[config.mk]
export PLATFORM = sky130hd
export DESIGN_NAME = tlvcrc_parse
export DESIGN_NICKNAME = d
export VERILOG_FILES = /design/src/hdl/tlvcrc_pkg.sv /design/src/hdl/tlvcrc_parse.sv
export SDC_FILE = /design/constraint.sdc
export NUM_CORES = 1
export LEC_CHECK = 0
export BUFFER_PORTS_ARGS = -buffer_cell sky130_fd_sc_hd__buf_2
export CORE_AREA = 3 3 167 169
export CTS_BUF_LIST = sky130_fd_sc_hd__clkbuf_8
export DETAILED_ROUTE_END_ITERATION = 8
export DIE_AREA = 0 0 170 172
export MAX_ROUTING_LAYER = met4
export PLACE_DENSITY = 0.79
export SLEW_MARGIN = 20
export SYNTH_ARGS = -nofsm -noshare
export SYNTH_HDL_FRONTEND = slang
export SYNTH_SLANG_ARGS = --single-unit
[constraint.sdc]
create_clock -name clk -period 11.2 [get_ports clk]
set_input_delay 0.56 -clock clk [delete_from_list [all_inputs] [get_ports clk]]
set_output_delay 0.56 -clock clk [all_outputs]
set_load 0.05 [all_outputs]
[src/hdl/tlvcrc_pkg.sv]
// types, codes and the crc-32 byte update shared by the tlv record checker
package tlvcrc_pkg;

  localparam int TAG_W  = 32;
  localparam int LEN_W  = 25;
  localparam int WORD_W = 32;
  localparam int CFG_IDX_W  = 1;
  localparam int CFG_DATA_W = 32;

  localparam logic [WORD_W-1:0] ALL_ONES = 32'hFFFF_FFFF;
  localparam logic [WORD_W-1:0] CRC_POLY = 32'hEDB8_8320;
  localparam logic [LEN_W-1:0]  REGION_RESET = 25'd65536;

  localparam logic [CFG_IDX_W-1:0] CFG_REGION_BYTES = 1'd0;
  localparam logic [CFG_IDX_W-1:0] CFG_SEARCH_TAG   = 1'd1;

  localparam logic [1:0] ST_CRC_OK   = 2'd0;
  localparam logic [1:0] ST_CRC_BAD  = 2'd1;
  localparam logic [1:0] ST_LEN_ERR  = 2'd2;
  localparam logic [1:0] ST_END      = 2'd3;

  typedef enum logic [3:0] {
    PH_TAG = 4'b0001,
    PH_LEN = 4'b0010,
    PH_VAL = 4'b0100,
    PH_CRC = 4'b1000
  } phase_t;

  typedef struct packed {
    logic [TAG_W-1:0] record_tag;
    logic [LEN_W-1:0] record_length;
    logic [1:0]       status;
    logic             tag_match;
  } res_t;

  function automatic logic [WORD_W-1:0] crc_byte(input logic [WORD_W-1:0] crc_in,
                                                 input logic [7:0] b);
    logic [WORD_W-1:0] c;
    c = crc_in ^ {24'd0, b};
    for (int i = 0; i < 8; i++) begin
      c = c[0] ? ((c >> 1) ^ CRC_POLY) : (c >> 1);
    end
    return c;
  endfunction

endpackage

[src/hdl/tlvcrc_parse.sv]
// record walker: parse state, per-record crc and result decision for one byte
module tlvcrc_parse #(
  parameter int OFS_W = 26,
  parameter int CHK_W = 34
) (
  input  logic                     clk,
  input  logic                     rst_n,
  input  logic                     step,
  input  logic [7:0]               data_byte,
  input  logic                     first_byte,
  input  logic [OFS_W-1:0]         region_limit,
  input  logic [31:0]              search_tag,
  output logic                     res_valid,
  output tlvcrc_pkg::res_t         res
);
  import tlvcrc_pkg::*;

  phase_t            phase_r, phase_nxt;
  logic [OFS_W-1:0]  offset_r, offset_nxt;
  logic [OFS_W-1:0]  count_r, count_nxt;
  logic [TAG_W-1:0]  tag_r, tag_nxt;
  logic [WORD_W-1:0] len_r, len_nxt;
  logic [WORD_W-1:0] crc_r, crc_nxt;
  logic [WORD_W-1:0] scrc_r, scrc_nxt;
  logic              halted_r, halted_nxt;

  always_comb begin
    phase_nxt  = phase_r;
    offset_nxt = offset_r;
    count_nxt  = count_r;
    tag_nxt    = tag_r;
    len_nxt    = len_r;
    crc_nxt    = crc_r;
    scrc_nxt   = scrc_r;
    halted_nxt = halted_r;
    res_valid  = 1'b0;
    res        = '0;
    if (step) begin
      if (first_byte) begin
        phase_nxt  = PH_TAG;
        offset_nxt = '0;
        count_nxt  = '0;
        tag_nxt    = '0;
        len_nxt    = '0;
        crc_nxt    = ALL_ONES;
        scrc_nxt   = '0;
        halted_nxt = 1'b0;
      end
      if (!halted_nxt) begin
        case (phase_nxt)
          PH_TAG: begin
            if (count_nxt == '0 && offset_nxt >= region_limit) begin
              halted_nxt = 1'b1;
            end else begin
              tag_nxt    = {tag_nxt[TAG_W-9:0], data_byte};
              offset_nxt = offset_nxt + 1'b1;
              count_nxt  = count_nxt + 1'b1;
              if (count_nxt == OFS_W'(4)) begin
                count_nxt = '0;
                if (tag_nxt == ALL_ONES) begin
                  res_valid        = 1'b1;
                  res.record_tag   = tag_nxt;
                  res.status       = ST_END;
                  halted_nxt       = 1'b1;
                end else begin
                  len_nxt   = '0;
                  phase_nxt = PH_LEN;
                end
              end
            end
          end
          PH_LEN: begin
            len_nxt    = {len_nxt[WORD_W-9:0], data_byte};
            offset_nxt = offset_nxt + 1'b1;
            count_nxt  = count_nxt + 1'b1;
            if (count_nxt == OFS_W'(4)) begin
              count_nxt = '0;
              if (CHK_W'(offset_nxt) + CHK_W'(len_nxt) + CHK_W'(4) > CHK_W'(region_limit)) begin
                res_valid         = 1'b1;
                res.record_tag    = tag_nxt;
                res.record_length = len_nxt[LEN_W-1:0];
                res.status        = ST_LEN_ERR;
                halted_nxt        = 1'b1;
              end else begin
                crc_nxt   = ALL_ONES;
                scrc_nxt  = '0;
                phase_nxt = (len_nxt == '0) ? PH_CRC : PH_VAL;
              end
            end
          end
          PH_VAL: begin
            crc_nxt    = crc_byte(crc_nxt, data_byte);
            offset_nxt = offset_nxt + 1'b1;
            count_nxt  = count_nxt + 1'b1;
            if (count_nxt == len_nxt[OFS_W-1:0]) begin
              count_nxt = '0;
              phase_nxt = PH_CRC;
            end
          end
          PH_CRC: begin
            scrc_nxt   = {scrc_nxt[WORD_W-9:0], data_byte};
            offset_nxt = offset_nxt + 1'b1;
            count_nxt  = count_nxt + 1'b1;
            if (count_nxt == OFS_W'(4)) begin
              res_valid         = 1'b1;
              res.record_tag    = tag_nxt;
              res.record_length = len_nxt[LEN_W-1:0];
              res.status        = (scrc_nxt == ~crc_nxt) ? ST_CRC_OK : ST_CRC_BAD;
              res.tag_match     = (tag_nxt == search_tag);
              count_nxt         = '0;
              tag_nxt           = '0;
              phase_nxt         = PH_TAG;
            end
          end
          default: begin
            phase_nxt = PH_TAG;
          end
        endcase
      end
    end
  end

  always_ff @(posedge clk) begin
    if (!rst_n) begin
      phase_r  <= PH_TAG;
      offset_r <= '0;
      count_r  <= '0;
      halted_r <= 1'b1;
    end else begin
      phase_r  <= phase_nxt;
      offset_r <= offset_nxt;
      count_r  <= count_nxt;
      halted_r <= halted_nxt;
    end
  end

  always_ff @(posedge clk) begin
    tag_r  <= tag_nxt;
    len_r  <= len_nxt;
    crc_r  <= crc_nxt;
    scrc_r <= scrc_nxt;
  end

endmodule

After elaboration in Yosys (flattened, before gate mapping):

Index checks and enable logic that the tools add are counted.

* register bits: 185
* output and inout port bits: 61

* add/sub/neg operators: 4
* equal/unequal tests: 9
* order comparisons: 2
* bitwise logic cells: 10
* reductions and logical operators: 5
* multiplexer cells: 87

Operators with widths (number)
* 32-bit two-way mux: 32
* 26-bit two-way mux: 10
* 32-bit case mux with 2 select lines: 4
* 60-bit two-way mux: 3
* 59-bit two-way mux: 2
* 13-bit inverter with 14-bit output: 8
* 32-bit case mux with 3 select lines: 1
* 26-bit case mux with 3 select lines: 1
* 32-bit equality test: 2
* 26-bit by 1-bit adder with 26-bit output, second input constant: 2
* 26-bit case mux with 2 select lines: 1
* 25-bit case mux with 2 select lines: 1
* 4-bit two-way mux: 11
* 33-bit by 3-bit adder with 34-bit output, second input constant: 1
* 34-bit by 26-bit > comparator with 1-bit output: 1
* 26-bit by 32-bit adder with 33-bit output: 1
* 32-bit equality test, second input constant: 1
* 32-bit logical NOT: 1
* 32-bit inverter: 1
* 32-bit by 8-bit bitwise XOR with 32-bit output: 1
* 26-bit equality test: 1
* 26-bit by 3-bit equality test with 1-bit output, second input constant: 1
* 26-bit >= comparator: 1
* 26-bit logical NOT: 1
* 13 further kinds: 28

Depth between registers and ports, before layout:

* depth after elaboration: 21
* mapped depth: 37

Worst setup path after synthesis:

Ideal clock, no wire load.

* path type: input port to output port
* from: input port first_byte
* to: output port res[30] (netlist name)
* stages on the path: 36
* buffers on the path: 9
* required time: 10.640 ns
* arrival time: 8.811 ns
* setup slack: 1.829 ns
* path through: clkbuf_1 clkbuf_1 clkbuf_1 clkbuf_1 buf_1 buf_1 nor2b_1 ha_1 and4b_1 and4_1 clkbuf_1 and4_1 and3_1 clkbuf_1 nand3_1 xor2_1 nor2_1 ha_1 ha_1 clkbuf_1 and3_1 and2_1 nand3_1 o21ai_0 a31oi_1 xnor2_1 ha_1 and3_1 nand4_1 nor2b_1 a221oi_1 nand4_1 and4b_1 a31oi_2 nor3_2 nor4b_1

RTL lines
* start, declared: line tlvcrc_parse.sv:10 `input logic first_byte,`
* end, declared: line tlvcrc_parse.sv:14 `output tlvcrc_pkg::res_t res`

==> impl_metrics.yaml <==
run_status:
  outcome: "complete, no violations"
global_route:
  grt_start_max_net_pins: 74
  globalRouteOverflowTotal: 0
  grt_pass1_vias: 14700
  all_layer_global_routing_usage: 0.360
  first_pass_grt_wire_length_um: 81800
  antenna_found_initial: 0
worst_setup_path:
  r2r_setup_slack_ns: 3.49
  worst_setup_path_end_kind: "output port"
  cpMaxStageDelayCell: "or4_1"
  r2r_end: "crc_r[6]"
  worstPathMaxFanout: 38
  timing.critical_path.arrival_ns: 8.23
  worst_setup_path_start_kind: "input port"
  critPathRequiredTime_ns: 10.64
  cpPeakStageDelay_ns: 0.60
  worst_r2r_startpoint: "offset_r[4]"
  criticalPathCategory: "in -> out"
  worst_path_most_repeated_cell: "ha_1"
  worst_r2r_path_cells: 25
finish:
  final_cell_mix: "nor2_1 (183), nand2_1 (140), buf_2 (128), xnor2_1 (123), edfxtp_1 (114)"
  total_number_of_nets_in_the_final_design: 2112
  layout_commonest_cell: "nor2_1"
  antennaDiodeCount: 0
  final_design_area_no_fill_um2: 17000
  area_growth_syn_to_layout_pct: 7.59
  num-fill-cells: 2307
  post_route_cells_drive_above_1_share: 0.131
timing:
  skew_ns: 0.0269
  final-hold-violation-count: 0
  post-route-min-period_ns: 8.79
  final_min_period_over_clock_period: 0.785
  max-slew-margin-rel: 0.308
  timing_worst_slew_pin_value_ns: 1.03
  setup_violations: 0
  timing_max_transition_violations_final: 0
  setup-tns-final_ns: 0
  f_max_ghz: 0.114
  grt_setup_unrepaired: "false"
  post-route-worst-setup-slack_ns: 2.41
synth:
  yosys_register_bits: 171
  syn-num-nets: 2061
  share_of_flip_flops_with_an_asynchronous_set_or_reset_after_synthesis: 0
  synthesis.instances: 1882
  yosysWarningCount: 0
  synthesis.area_per_instance_um2: 8.38
  postSynth.topFlopCell: "edfxtp_1"
  yosys.cell_types.count: 97
  synth.cell_area_um2: 15800
  number_of_enable_type_register_cells_in_the_synthesized_netlist: 114
  sequential_element_share_of_the_synthesized_area: 0.289
power:
  combPwrFrac: 0.219
  power_per_cell_area_nw_per_um2: 91.8
  leakagePower_nw: 6.80
  cell_internal_pwr_mw: 1.01
  switching_share: 0.351
  switching_power_uw: 547
  seqPwrFrac: 0.481
  vdd_ir_drop_max_mv: 0.0810
  total_power_mw: 1.56
  power.share.clock: 0.301
floorplanning:
  row_count: 60
  floorplan.core_area_um2: 26700
  floorplan.initialDensity: 0.590
  pin_count: 131
  dieWidth_um: 170
  floorplan.die_area_um2: 29200
  die_y_um: 172
detailed_routing:
  antenna_left: 0
  drtPass1Iterations: 8
  drcViolationCount: 0
  first_iter_violations: 2125
  detail_route.wirelength_um: 53200
  via_count: 15900
  wire_per_inst_um: 23.3
  drt-vias-per-instance: 6.97
clock_tree:
  worst_skew_pair.late_latency_ns: 0.49
  ctsRootBufferMaster: "clkbuf_8"
  cts_tree: "done"
  cts-resized-gates: 0
  clk_transition_reported_paths_ns: 0.10
  tritoncts.num_buffers: 17
  clock_sink_total: 171
  cts_hold_buf: 0
  post-cts-setup-buffer-count: 0
  cts.path.max_buffers: 2
  htree_levels: 4
placement:
  buffer_ports.inserted: 130
  placedInstanceArea_um2: 16500
  place_ws_ns: 2.60
  dp_hpwl_um: 39100
  gp_routability_congestion: 1.13
worst_hold_path:
  holdCritStartpoint: "offset_r[13]"
  holdPathEnd: "offset_r[13]"
  hold_path_depth: 2
  type_of_the_tightest_min_delay_check: "reg -> reg"
job:
  timing.max_cap.violations: 0
## how the worst max path moves through the flow
stage / startpoint / to / slack, ns / depth (start not counted)
floorplan: first_byte / res[30] / 1.83 / 36
global placement: first_byte / res[7] / 2.75 / 26
detailed placement: first_byte / res[7] / 2.60 / 26
CTS: offset_r[4] / res[7] / 2.55 / 25
global route: offset_r[4] / res[7] / 2.07 / 25
finish: first_byte / res[7] / 2.41 / 26
## worst max-delay path, delay by kind of cell
family | cells | cell delay (ns)
adder cells (fa/ha/maj) | 3 | 0.95
AND/OR/NAND/NOR | 10 | 3.12
AO/OA/AOI/OAI | 10 | 2.81
XOR/XNOR | 1 | 0.16
buffers and inverters | 2 | 0.59
## synthesized netlist by cell type (all sizes together) (41+ instances only)
cell | n | area, um^2
nor3 | 41 | 248
a21oi | 100 | 500
ha | 108 | 1350
nand4 | 53 | 368
xnor2 | 123 | 1080
dfxtp | 57 | 1140
clkbuf | 86 | 325
nand2 | 140 | 526
xor2 | 51 | 447
inv | 95 | 357
nand3 | 66 | 330
nor2 | 185 | 697
edfxtp | 114 | 3420
o21ai | 82 | 414
o22ai | 54 | 338
## layout make-up
type	instances	area [um^2]	share of cell area
sequential	171	4560	0.269
clock inverter	15	186	0.0110
multi-input combinational	1496	10400	0.611
tap	341	427	0.0251
clock buffer	17	234	0.0138
timing repair buffer	150	826	0.0487
inverter	97	364	0.0215
## flip-flops by register name, summed over array words and instances (netlist names)
register  cells
count_r      26
crc_r        32
halted_r      1
len_r        26
offset_r     26
phase_r       4
scrc_r       24
tag_r        32
## power by group through the flow
stage                     sequential (mW)  clock, mW  combinational (mW)
after floorplan                     0.741          0               0.240
final                               0.748      0.469               0.340
after CTS                           0.746      0.468               0.332
after global placement              0.759          0               0.320
after global routing                0.751      0.490               0.368
after detailed placement            0.760          0               0.330
## metal layers
layer,GRT usage,share of wire
met5,-,0
met4,0.133,0.041
met3,0.0558,0.098
met2,0.557,0.45
met1,0.483,0.41
## cells by family (layout without fill, tap and decap cells)
| kind of cell | Yosys count | after routing | share of synthesized area |
|---|---|---|---|
| AO/OA/AOI/OAI | 542 | 542 | 0.249 |
| XOR/XNOR | 175 | 175 | 0.0982 |
| adder cells (fa/ha/maj) | 109 | 109 | 0.0870 |
| buffers and inverters | 215 | 279 | 0.0551 |
| flip-flops | 171 | 171 | 0.289 |
| multiplexers | 6 | 6 | 0.00381 |
| AND/OR/NAND/NOR | 664 | 664 | 0.218 |
## stage by stage
stage                     cells  utilization  hold WS [ns]
after global routing       2287        0.635         0.530
final                      2287        0.635         0.480
after global placement     2254        0.618         0.452
after detailed placement   2254        0.618         0.464
after floorplan            1882            -         0.445
after CTS                  2286        0.634         0.482
Power figures use the tool's default switching activity.
